===== src/design/blm_pkg.sv =====
`timescale 1ns / 1ps
// ----------------------------------------------------------------------------
// blm_pkg
// Shared constants and the voltage scaling table of the battery level monitor.
// ----------------------------------------------------------------------------
package blm_pkg;

    // Number of scaled samples that make up one average
    localparam int AVG_DEPTH = 10;
    localparam int IDX_W     = (AVG_DEPTH > 1) ? $clog2(AVG_DEPTH) : 1;
    localparam int CNT_W     = $clog2(AVG_DEPTH + 1);

    localparam int ADC_W     = 10;
    localparam int CONF_W    = 8;
    localparam int LVL_W     = 2;
    localparam int VOLT_W    = 6;
    localparam int SUM_W     = VOLT_W + IDX_W;
    localparam int PROD_W    = 16;

    // floor(sum / AVG_DEPTH) as (sum * DIV_RECIP) >> DIV_SHIFT, exact for any sum
    // that fits in SUM_W bits
    localparam int DIV_SHIFT = SUM_W + IDX_W;
    localparam int RECIP_W   = SUM_W + 1;
    localparam int MUL_W     = SUM_W + RECIP_W;
    localparam logic [RECIP_W-1:0] DIV_RECIP =
        RECIP_W'(((1 << DIV_SHIFT) + AVG_DEPTH - 1) / AVG_DEPTH);

    // Configuration register indexes
    localparam logic [1:0] CFG_CUT       = 2'd0;
    localparam logic [1:0] CFG_NEAR_FULL = 2'd1;
    localparam logic [1:0] CFG_FULL      = 2'd2;
    localparam logic [1:0] CFG_CONFIRM   = 2'd3;

    // Battery levels
    localparam logic [LVL_W-1:0] LVL_CUT       = 2'd0;
    localparam logic [LVL_W-1:0] LVL_EMPTY     = 2'd1;
    localparam logic [LVL_W-1:0] LVL_NEAR_FULL = 2'd2;
    localparam logic [LVL_W-1:0] LVL_FULL      = 2'd3;

    localparam logic [ADC_W-1:0]  ADC_FULL_SCALE = 10'd1023;
    localparam logic [CONF_W-1:0] REPEAT_MAX     = 8'd255;
    localparam logic [VOLT_W-1:0] AVG_RESET      = 6'd10;

    // floor(u * 824 / 600) for the coarse reading u = 0..33
    function automatic logic [VOLT_W-1:0] volt_scale(input logic [VOLT_W-1:0] u);
        logic [VOLT_W-1:0] v;
        case (u)
            6'd0:  v = 6'd0;
            6'd1:  v = 6'd1;
            6'd2:  v = 6'd2;
            6'd3:  v = 6'd4;
            6'd4:  v = 6'd5;
            6'd5:  v = 6'd6;
            6'd6:  v = 6'd8;
            6'd7:  v = 6'd9;
            6'd8:  v = 6'd10;
            6'd9:  v = 6'd12;
            6'd10: v = 6'd13;
            6'd11: v = 6'd15;
            6'd12: v = 6'd16;
            6'd13: v = 6'd17;
            6'd14: v = 6'd19;
            6'd15: v = 6'd20;
            6'd16: v = 6'd21;
            6'd17: v = 6'd23;
            6'd18: v = 6'd24;
            6'd19: v = 6'd26;
            6'd20: v = 6'd27;
            6'd21: v = 6'd28;
            6'd22: v = 6'd30;
            6'd23: v = 6'd31;
            6'd24: v = 6'd32;
            6'd25: v = 6'd34;
            6'd26: v = 6'd35;
            6'd27: v = 6'd37;
            6'd28: v = 6'd38;
            6'd29: v = 6'd39;
            6'd30: v = 6'd41;
            6'd31: v = 6'd42;
            6'd32: v = 6'd43;
            6'd33: v = 6'd45;
            default: v = 6'd0;
        endcase
        return v;
    endfunction

endpackage


===== src/design/battery_level_monitor.sv =====
`timescale 1ns / 1ps
// ----------------------------------------------------------------------------
// battery_level_monitor
// Classifies battery ADC samples into a falling-only latched level and keeps
// a running average of the scaled voltage over a small sample store.
// ----------------------------------------------------------------------------
// One transaction at a time. A reset command passes the calc and emit states
// and then the output register; a sample that does not close an average
// also passes the write state; the sample that fills the store also passes
// the sum state, reading the store back one entry a cycle through its single
// read port, and the divide state, one multiply by the reciprocal of the
// depth. A new transaction is taken while the previous result still waits at
// the output. Thresholds and the confirm count may only be written while the
// block is idle; the configuration port is always ready.

module battery_level_monitor
    import blm_pkg::*;
(
    input  logic              i_clk,
    input  logic              i_rst_n,

    input  logic              i_cfg_valid,
    output logic              o_cfg_ready,
    input  logic [1:0]        i_cfg_index,
    input  logic [ADC_W-1:0]  i_cfg_data,

    input  logic              i_in_valid,
    output logic              o_in_stall,
    input  logic              i_cmd,
    input  logic [ADC_W-1:0]  i_sample,

    output logic              o_out_valid,
    input  logic              i_out_stall,
    output logic [LVL_W-1:0]  o_level,
    output logic [VOLT_W-1:0] o_avg_voltage,
    output logic              o_avg_updated
);

    localparam logic [2:0] ST_IDLE  = 3'd0;
    localparam logic [2:0] ST_CALC  = 3'd1;
    localparam logic [2:0] ST_WRITE = 3'd2;
    localparam logic [2:0] ST_SUM   = 3'd3;
    localparam logic [2:0] ST_DIV   = 3'd4;
    localparam logic [2:0] ST_EMIT  = 3'd5;

    // Configuration
    logic [ADC_W-1:0]  r_cut_thr;
    logic [ADC_W-1:0]  r_near_thr;
    logic [ADC_W-1:0]  r_full_thr;
    logic [CONF_W-1:0] r_confirm;

    // Control and scalar state
    logic [2:0]        r_state;
    logic              r_cmd;
    logic [ADC_W-1:0]  r_sample;
    logic [LVL_W-1:0]  r_latched;
    logic [LVL_W-1:0]  r_last_class;
    logic [CONF_W-1:0] r_repeat;
    logic [IDX_W-1:0]  r_index;
    logic [VOLT_W-1:0] r_avg;
    logic              r_updated;
    logic [VOLT_W-1:0] r_coarse;
    logic [CNT_W-1:0]  r_cnt;
    logic [SUM_W-1:0]  r_sum;

    // Sample store
    logic [VOLT_W-1:0] r_store [AVG_DEPTH];
    logic [VOLT_W-1:0] r_rd_data;
    logic              mem_we;
    logic              mem_re;
    logic [IDX_W-1:0]  mem_rd_addr;

    // Datapath
    logic [LVL_W-1:0]  cls;
    logic [CONF_W-1:0] n_repeat;
    logic [PROD_W-1:0] prod;
    logic [VOLT_W-1:0] q0;
    logic [ADC_W:0]    rmd;
    logic [VOLT_W-1:0] n_coarse;
    logic [MUL_W-1:0]  avg_prod;
    logic              out_free;
    logic              in_accept;
    logic              last_slot;

    assign o_cfg_ready = 1'b1;
    assign o_in_stall  = (r_state != ST_IDLE);
    assign in_accept   = i_in_valid && !o_in_stall;
    assign out_free    = !o_out_valid || !i_out_stall;
    assign last_slot   = (r_index == IDX_W'(AVG_DEPTH - 1));

    // Classes are tested in order, so unordered thresholds still give one class
    always_comb begin
        if (r_sample < r_cut_thr) begin
            cls = LVL_CUT;
        end else if (r_sample < r_near_thr) begin
            cls = LVL_EMPTY;
        end else if (r_sample < r_full_thr) begin
            cls = LVL_NEAR_FULL;
        end else begin
            cls = LVL_FULL;
        end
    end

    assign n_repeat = (r_repeat == REPEAT_MAX) ? r_repeat : r_repeat + 8'd1;

    // floor(33 * s / 1023): estimate by a shift, then one correction step
    assign prod = {1'b0, r_sample, 5'd0} + PROD_W'(r_sample);
    assign q0   = prod[PROD_W-1:ADC_W];
    assign rmd  = {1'b0, prod[ADC_W-1:0]} + (ADC_W + 1)'(q0);
    assign n_coarse = (rmd >= {1'b0, ADC_FULL_SCALE}) ? q0 + 6'd1 : q0;

    // Divide the store sum by its depth through the reciprocal
    assign avg_prod = MUL_W'(r_sum) * MUL_W'(DIV_RECIP);

    assign mem_we      = (r_state == ST_WRITE);
    assign mem_re      = (r_state == ST_SUM) && (r_cnt < CNT_W'(AVG_DEPTH));
    assign mem_rd_addr = r_cnt[IDX_W-1:0];

    always_ff @(posedge i_clk) begin
        if (mem_we) begin
            r_store[r_index] <= volt_scale(r_coarse);
        end
        if (mem_re) begin
            r_rd_data <= r_store[mem_rd_addr];
        end
    end

    always_ff @(posedge i_clk) begin
        if (!i_rst_n) begin
            r_cut_thr  <= 10'd790;
            r_near_thr <= 10'd806;
            r_full_thr <= 10'd940;
            r_confirm  <= 8'd2;
        end else if (i_cfg_valid && o_cfg_ready) begin
            unique case (i_cfg_index)
                CFG_CUT:       r_cut_thr  <= i_cfg_data;
                CFG_NEAR_FULL: r_near_thr <= i_cfg_data;
                CFG_FULL:      r_full_thr <= i_cfg_data;
                CFG_CONFIRM:   r_confirm  <= i_cfg_data[CONF_W-1:0];
                default: ;
            endcase
        end
    end

    // Payload registers
    always_ff @(posedge i_clk) begin
        if (in_accept) begin
            r_cmd    <= i_cmd;
            r_sample <= i_sample;
        end
        if (r_state == ST_CALC) begin
            r_coarse <= n_coarse;
        end
        if (r_state == ST_WRITE) begin
            r_sum <= '0;
        end else if (r_state == ST_SUM && r_cnt != '0) begin
            r_sum <= r_sum + SUM_W'(r_rd_data);
        end
        if (r_state == ST_EMIT && out_free) begin
            o_level       <= r_latched;
            o_avg_voltage <= r_avg;
            o_avg_updated <= r_updated;
        end
    end

    // Control
    always_ff @(posedge i_clk) begin
        if (!i_rst_n) begin
            r_state      <= ST_IDLE;
            r_latched    <= LVL_FULL;
            r_last_class <= LVL_CUT;
            r_repeat     <= '0;
            r_index      <= '0;
            r_avg        <= AVG_RESET;
            r_updated    <= 1'b0;
            r_cnt        <= '0;
            o_out_valid  <= 1'b0;
        end else begin
            if (r_state == ST_EMIT && out_free) begin
                o_out_valid <= 1'b1;
            end else if (o_out_valid && !i_out_stall) begin
                o_out_valid <= 1'b0;
            end
            unique case (r_state)
                ST_IDLE: begin
                    if (in_accept) begin
                        r_state <= ST_CALC;
                    end
                end
                ST_CALC: begin
                    r_updated <= 1'b0;
                    if (r_cmd) begin
                        r_latched <= LVL_FULL;
                        r_state   <= ST_EMIT;
                    end else begin
                        if (cls != r_last_class) begin
                            r_repeat     <= '0;
                            r_last_class <= cls;
                        end else begin
                            r_repeat <= n_repeat;
                            if (n_repeat > r_confirm && r_latched > cls) begin
                                r_latched <= cls;
                            end
                        end
                        r_state <= ST_WRITE;
                    end
                end
                ST_WRITE: begin
                    r_cnt <= '0;
                    if (last_slot) begin
                        r_index <= '0;
                        r_state <= ST_SUM;
                    end else begin
                        r_index <= r_index + IDX_W'(1);
                        r_state <= ST_EMIT;
                    end
                end
                ST_SUM: begin
                    // read data is registered and arrives in the cycle after its address
                    r_cnt <= r_cnt + CNT_W'(1);
                    if (r_cnt == CNT_W'(AVG_DEPTH)) begin
                        r_state <= ST_DIV;
                    end
                end
                ST_DIV: begin
                    r_avg     <= avg_prod[DIV_SHIFT +: VOLT_W];
                    r_updated <= 1'b1;
                    r_state   <= ST_EMIT;
                end
                ST_EMIT: begin
                    if (out_free) begin
                        r_state <= ST_IDLE;
                    end
                end
                default: r_state <= ST_IDLE;
            endcase
        end
    end

endmodule


===== config.mk =====
export PLATFORM = sky130hd
export DESIGN_NAME = battery_level_monitor
export DESIGN_NICKNAME = d
export VERILOG_FILES = /design/src/design/blm_pkg.sv /design/src/design/battery_level_monitor.sv
export SDC_FILE = /design/constraint.sdc
export NUM_CORES = 1
export LEC_CHECK = 0
export ABC_AREA = 1
export BUFFER_PORTS_ARGS = -buffer_cell sky130_fd_sc_hd__buf_4
export CAP_MARGIN = 0
export CORE_MARGIN = 2
export CORE_UTILIZATION = 30
export DETAILED_ROUTE_END_ITERATION = 8
export PLACE_DENSITY_LB_ADDON = 0.15
export SLEW_MARGIN = 20
export SYNTH_ARGS = -nofsm -noshare
export SYNTH_HDL_FRONTEND = slang
export SYNTH_SLANG_ARGS = --single-unit

===== constraint.sdc =====
create_clock -name i_clk -period 5.8 [get_ports i_clk]
set_clock_uncertainty 0.2 [all_clocks]
set_input_delay 1.16 -clock i_clk [delete_from_list [all_inputs] [get_ports i_clk]]
set_output_delay 1.16 -clock i_clk [all_outputs]
set_load 0.05 [all_outputs]

==> implementation parameters <==
Parameter                              Value

Outcome
  Outcome ... completed

Synth
  Mapped Cells ... 1285
  Top-area cell type share of the netlist area ... 0.250
  Number of library cell types mapped by synthesis ... 54
  Flops & latches, synth ... between 150 and 200
  Most area-consuming cells after synthesis ... sky130_fd_sc_hd__edfxtp_1 25%, sky130_fd_sc_hd__dfxtp_1 15%, sky130_fd_sc_hd__ha_1 14%, sky130_fd_sc_hd__nand2_1 7.5%, sky130_fd_sc_hd__inv_1 6.5%
  Sequential-to-total area share from yosys stat ... 0.403
  Cell area after synthesis ... 11100 um2
  Synthesized netlist net count ... between 1000 and 1500
  Async set-or-reset flop fraction in the synthesized netlist ... 0
  Main flop type after synthesis ... sky130_fd_sc_hd__edfxtp_1
  Cell type contributing the most total cell area after synthesis ... sky130_fd_sc_hd__edfxtp_1
  Number of enable-type register cells in the synthesized netlist ... 92
  Number of synthesis warnings ... 0
  Average size of a mapped cell ... 8.61 um2

Finish
  Final-layout fill cell count ... 3818
  Layout Cell Area excl Fill ... 12500 um2
  Layout Nets ... 1503
  Antenna diodes ... 0
  Fraction of layout instances using a drive strength above 1 ... 0.0906
  Number of non-filler instances in the completed layout ... between 1500 and 2000
  Synthesis-to-finish area growth ... 12.6%

Clock network
  Resize count post-CTS ... 0
  Number of hold buffers added after cts ... 0
  H-tree lvl count ... 4
  Number of buffers added by the clock tree synthesis step ... 17
  Register clock-pin slew on the reported worst setup and hold paths ... 70 ps
  Post-CTS setup buffer count ... 0
  Worst skew pair latency ... 450 ps
  Number of clock sinks ... between 150 and 200
  Longest Clk Path Bufs ... 2
  Clock tree from TritonCTS ... yes
  Root buffer cell ... sky130_fd_sc_hd__clkbuf_16

STA
  Worst hold slack across all endpoints ... 240 ps
  Total count of hold-check failures in the final report ... 0
  Crit path time final ... 4700 ps
  Setup repair after global routing missed its margin ... no
  Max-Slew Margin vs Limit ... 0.273
  Final sum of negative setup slack ... 0 ps
  Share of the clock period used by the worst path after layout ... 0.810
  FMAX ... roughly 210 MHz
  Minimum setup slack in the final design ... ~1100 ps
  Max-slew violation count ... 0
  Transition time at the pin with the least slew margin ... 1090 ps
  Finish-stage setup viols ... 0

Placement
  Cells after DPL ... between 1500 and 2000
  Routability congestion estimate from global placement ... 0.794
  Port Buffers ... 38
  Detailed placement HPWL ... a little under 20 mm
  Cell Area, Placed ... roughly 12000 um2
  Worst slack at placement ... 1130 ps

Floorplanning
  Std-Cell Rows ... 70
  Top-Level Pins ... 40
  Height of the die ... just under 200 um
  Initial core utilization ... 0.304
  Die Outline Area ... 38500 um2
  Width of the die ... 196 um
  Std-Cell Core Area ... approximately 36000 um2

Worst setup path
  Critical path required time ... 5950 ps
  Max incr delay on CP ... ~560 ps
  Number of buffers and inverters on the critical path ... 5
  Endpoint of the most critical register-to-register path ... r_avg[2]$_SDFFE_PN0P_
  Library cell appearing most often on the critical path ... sky130_fd_sc_hd__inv_1
  Series of cell instances along the critical path ... inv_1 -> ha_1 -> inv_1 -> fa_1 -> inv_1 -> fa_1 -> inv_1 -> fa_1 -> ha_1 -> ha_1 -> a21oi_1 -> o21ai_0 -> a31oi_1 -> o21ai_0 -> nand2_1 -> a21oi_1 -> nand3b_1 -> nand2_1 -> inv_1
  Register-to-register setup slack ... between 1000 and 1500 ps
  Worst setup path endpoint ... r_avg[2]$_SDFFE_PN0P_
  Worst R2R Start ... r_sum[2]$_SDFFE_PP0P_
  Worst Reg-to-Reg Cells ... 19
  Max FO, Critical Path ... 7
  Logic depth of the worst setup path including buffers ... 19
  Kind of end point of the critical path ... flip-flop
  Crit path max-delay family ... adder cells
  Arrival time worst endpoint ... 4840 ps
  CP startpoint kind ... flip-flop
  Slowest library cell on the worst path ... sky130_fd_sc_hd__fa_1
  Critical path type ... flip-flop to flip-flop
  Timing startpoint of the critical path ... r_sum[2]$_SDFFE_PP0P_

GRT
  Number of global-route vias before repair ... between 8000 and 9000
  Overflow left after global routing ... 0
  Number of antenna violations at the first check in global routing ... 0
  First-pass GRT wire length ... between 40 and 50 mm
  Largest net degree at the start of global routing ... 52
  Total global routing track utilization ... 0.141

Routing
  Number of iterations in the first detailed-routing pass ... 5
  Number of vias after detailed routing ... 8278
  Wire length after detailed routing ... 25.8 mm
  Number of vias per cell after detailed routing ... ~4.6
  Drt first-iter violations ... 371
  Post-DR wirelength/cell ... 14.3 um
  Post-route antenna net violation count ... 0
  Number of DRC violations after detailed routing ... 0

Pwr
  Worst VDD drop ... 225 uV
  Leakage ... between 5 and 6 nW
  Power density over the cells ... 318 nW/um2

Min path
  Hold Crit Class ... flip-flop to flip-flop

Job
  Max capacitance violation total ... 0
worst register-to-register path: stages, from the launching register on:
cell	delay (ps)
sky130_fd_sc_hd__dfxtp_1	490
sky130_fd_sc_hd__inv_1	80
sky130_fd_sc_hd__ha_1	280
sky130_fd_sc_hd__inv_1	60
sky130_fd_sc_hd__fa_1	560
sky130_fd_sc_hd__inv_1	70
sky130_fd_sc_hd__fa_1	480
sky130_fd_sc_hd__inv_1	60
sky130_fd_sc_hd__fa_1	470
sky130_fd_sc_hd__ha_1	310
sky130_fd_sc_hd__ha_1	310
sky130_fd_sc_hd__a21oi_1	250
sky130_fd_sc_hd__o21ai_0	130
sky130_fd_sc_hd__a31oi_1	250
sky130_fd_sc_hd__o21ai_0	170
sky130_fd_sc_hd__nand2_1	130
sky130_fd_sc_hd__a21oi_1	70
sky130_fd_sc_hd__nand3b_1	150
sky130_fd_sc_hd__nand2_1	60
sky130_fd_sc_hd__inv_1	30
cell usage after synthesis (8+ instances only):
| master | count |
|---|---|
| sky130_fd_sc_hd__nand2_1 | 221 |
| sky130_fd_sc_hd__inv_1 | 193 |
| sky130_fd_sc_hd__clkbuf_1 | 21 |
| sky130_fd_sc_hd__nand4_1 | 13 |
| sky130_fd_sc_hd__xor2_1 | 9 |
| sky130_fd_sc_hd__nor2_1 | 113 |
| sky130_fd_sc_hd__dfxtp_1 | 85 |
| sky130_fd_sc_hd__edfxtp_1 | 92 |
| sky130_fd_sc_hd__nor3_1 | 18 |
| sky130_fd_sc_hd__o21ai_0 | 89 |
| sky130_fd_sc_hd__o211ai_1 | 30 |
| sky130_fd_sc_hd__ha_1 | 121 |
| sky130_fd_sc_hd__nand3_1 | 64 |
| sky130_fd_sc_hd__o22ai_1 | 12 |
| sky130_fd_sc_hd__nand2_2 | 8 |
| sky130_fd_sc_hd__a21oi_1 | 87 |
| sky130_fd_sc_hd__fa_1 | 32 |
worst min-delay path by stage:
stage                                startpoint                    endpoint  slack (ps)  depth (start not counted)
after floorplan           r_avg[4]$_SDFFE_PN0P_  o_avg_voltage[4]$_DFFE_PP_         200                          0
after global placement    r_avg[3]$_SDFFE_PN1P_  o_avg_voltage[3]$_DFFE_PP_         220                          0
after detailed placement  r_avg[5]$_SDFFE_PN0P_  o_avg_voltage[5]$_DFFE_PP_         230                          0
after CTS                 r_avg[3]$_SDFFE_PN1P_  o_avg_voltage[3]$_DFFE_PP_         240                          0
after global routing      r_avg[5]$_SDFFE_PN0P_  o_avg_voltage[5]$_DFFE_PP_         250                          0
final                     r_avg[3]$_SDFFE_PN1P_  o_avg_voltage[3]$_DFFE_PP_         240                          0
sequential cells by signal (all words and copies together), names as in the netlist, 2 cells and up, named ones only:
| register | flops |
|---|---|
| r_index | 4 |
| r_last_class | 2 |
| r_confirm | 8 |
| r_repeat | 8 |
| r_rd_data | 6 |
| r_cut_thr | 10 |
| r_sum | 10 |
| r_state | 3 |
| r_store | 60 |
| r_avg | 6 |
| o_avg_voltage | 6 |
| r_latched | 2 |
| mem_rd_addr | 4 |
| o_level | 2 |
| r_coarse | 6 |
| r_sample | 10 |
| r_near_thr | 10 |
| r_full_thr | 10 |
per-stage QoR:
step	util	total power, mW
6_report	0.342	3.97
5_1_grt	0.342	4.28
4_1_cts	0.342	4.04
3_5_place_dp	0.326	2.84
3_3_place_gp	0.326	2.83
2_1_floorplan	-	2.50
metal layers:
layer | vias to the layer above | global-route usage | part of all wire
met3 | 20 | 0.0208 | 0.020
met1 | 3798 | 0.191 | 0.50
met5 | - | 0 | 0
li1 | 4373 | - | -
met2 | 87 | 0.231 | 0.46
met4 | 0 | 0.0463 | 0.014
area by class of cell:
cell class | instances | area [um2] | share of cell area
timing repair buffer | 45 | 338 | 0.0271
clock inverter | 15 | 164 | 0.0132
sequential | 177 | 4460 | 0.358
clock buffer | 17 | 425 | 0.0341
inverter | 202 | 758 | 0.0608
tap | 468 | 586 | 0.0470
multi-input combinational | 879 | 5730 | 0.460
placed cells by master (no fill, tap or decap), types with 3 or more instances in the layout:
master                        n
sky130_fd_sc_hd__xor2_1       9
sky130_fd_sc_hd__nand3_2      4
sky130_fd_sc_hd__nor4_1       3
sky130_fd_sc_hd__inv_2        6
sky130_fd_sc_hd__or2_2        6
sky130_fd_sc_hd__inv_8        3
sky130_fd_sc_hd__nor2_2       4
sky130_fd_sc_hd__a31oi_1      5
sky130_fd_sc_hd__inv_6        7
sky130_fd_sc_hd__nor3_1      18
sky130_fd_sc_hd__o21ai_0     89
sky130_fd_sc_hd__nor2_1     113
sky130_fd_sc_hd__ha_1       121
sky130_fd_sc_hd__nand2_4      5
sky130_fd_sc_hd__o22ai_1     12
sky130_fd_sc_hd__edfxtp_1    92
sky130_fd_sc_hd__nand4_1     13
sky130_fd_sc_hd__clkinv_1     3
sky130_fd_sc_hd__nand2_2      8
sky130_fd_sc_hd__a21oi_1     87
sky130_fd_sc_hd__nand3b_1     4
sky130_fd_sc_hd__o211ai_1    30
sky130_fd_sc_hd__nand2_1    221
sky130_fd_sc_hd__clkbuf_16   17
sky130_fd_sc_hd__nand3_1     64
sky130_fd_sc_hd__fa_1        32
sky130_fd_sc_hd__xnor2_1      4
sky130_fd_sc_hd__inv_1      193
sky130_fd_sc_hd__buf_4       45
sky130_fd_sc_hd__dfxtp_1     85
where the power goes:
part,switching (mW),internal [mW],total [mW]
logic,0.759,0.450,1.21
clock network,0.567,0.614,1.18
registers,0.118,1.46,1.58
cells by family after synthesis:
logic type	count (synthesis)	share of synthesized area
AOI/OAI and AO/OA	239	0.122
and+or+nand+nor	472	0.189
adders and majority gates	153	0.195
other	1	0.000339
xor gates and xnor gates	14	0.0118
buffers and inverters	229	0.0792
DFF	177	0.403
Note: power is estimated with default switching activity, not from simulation.
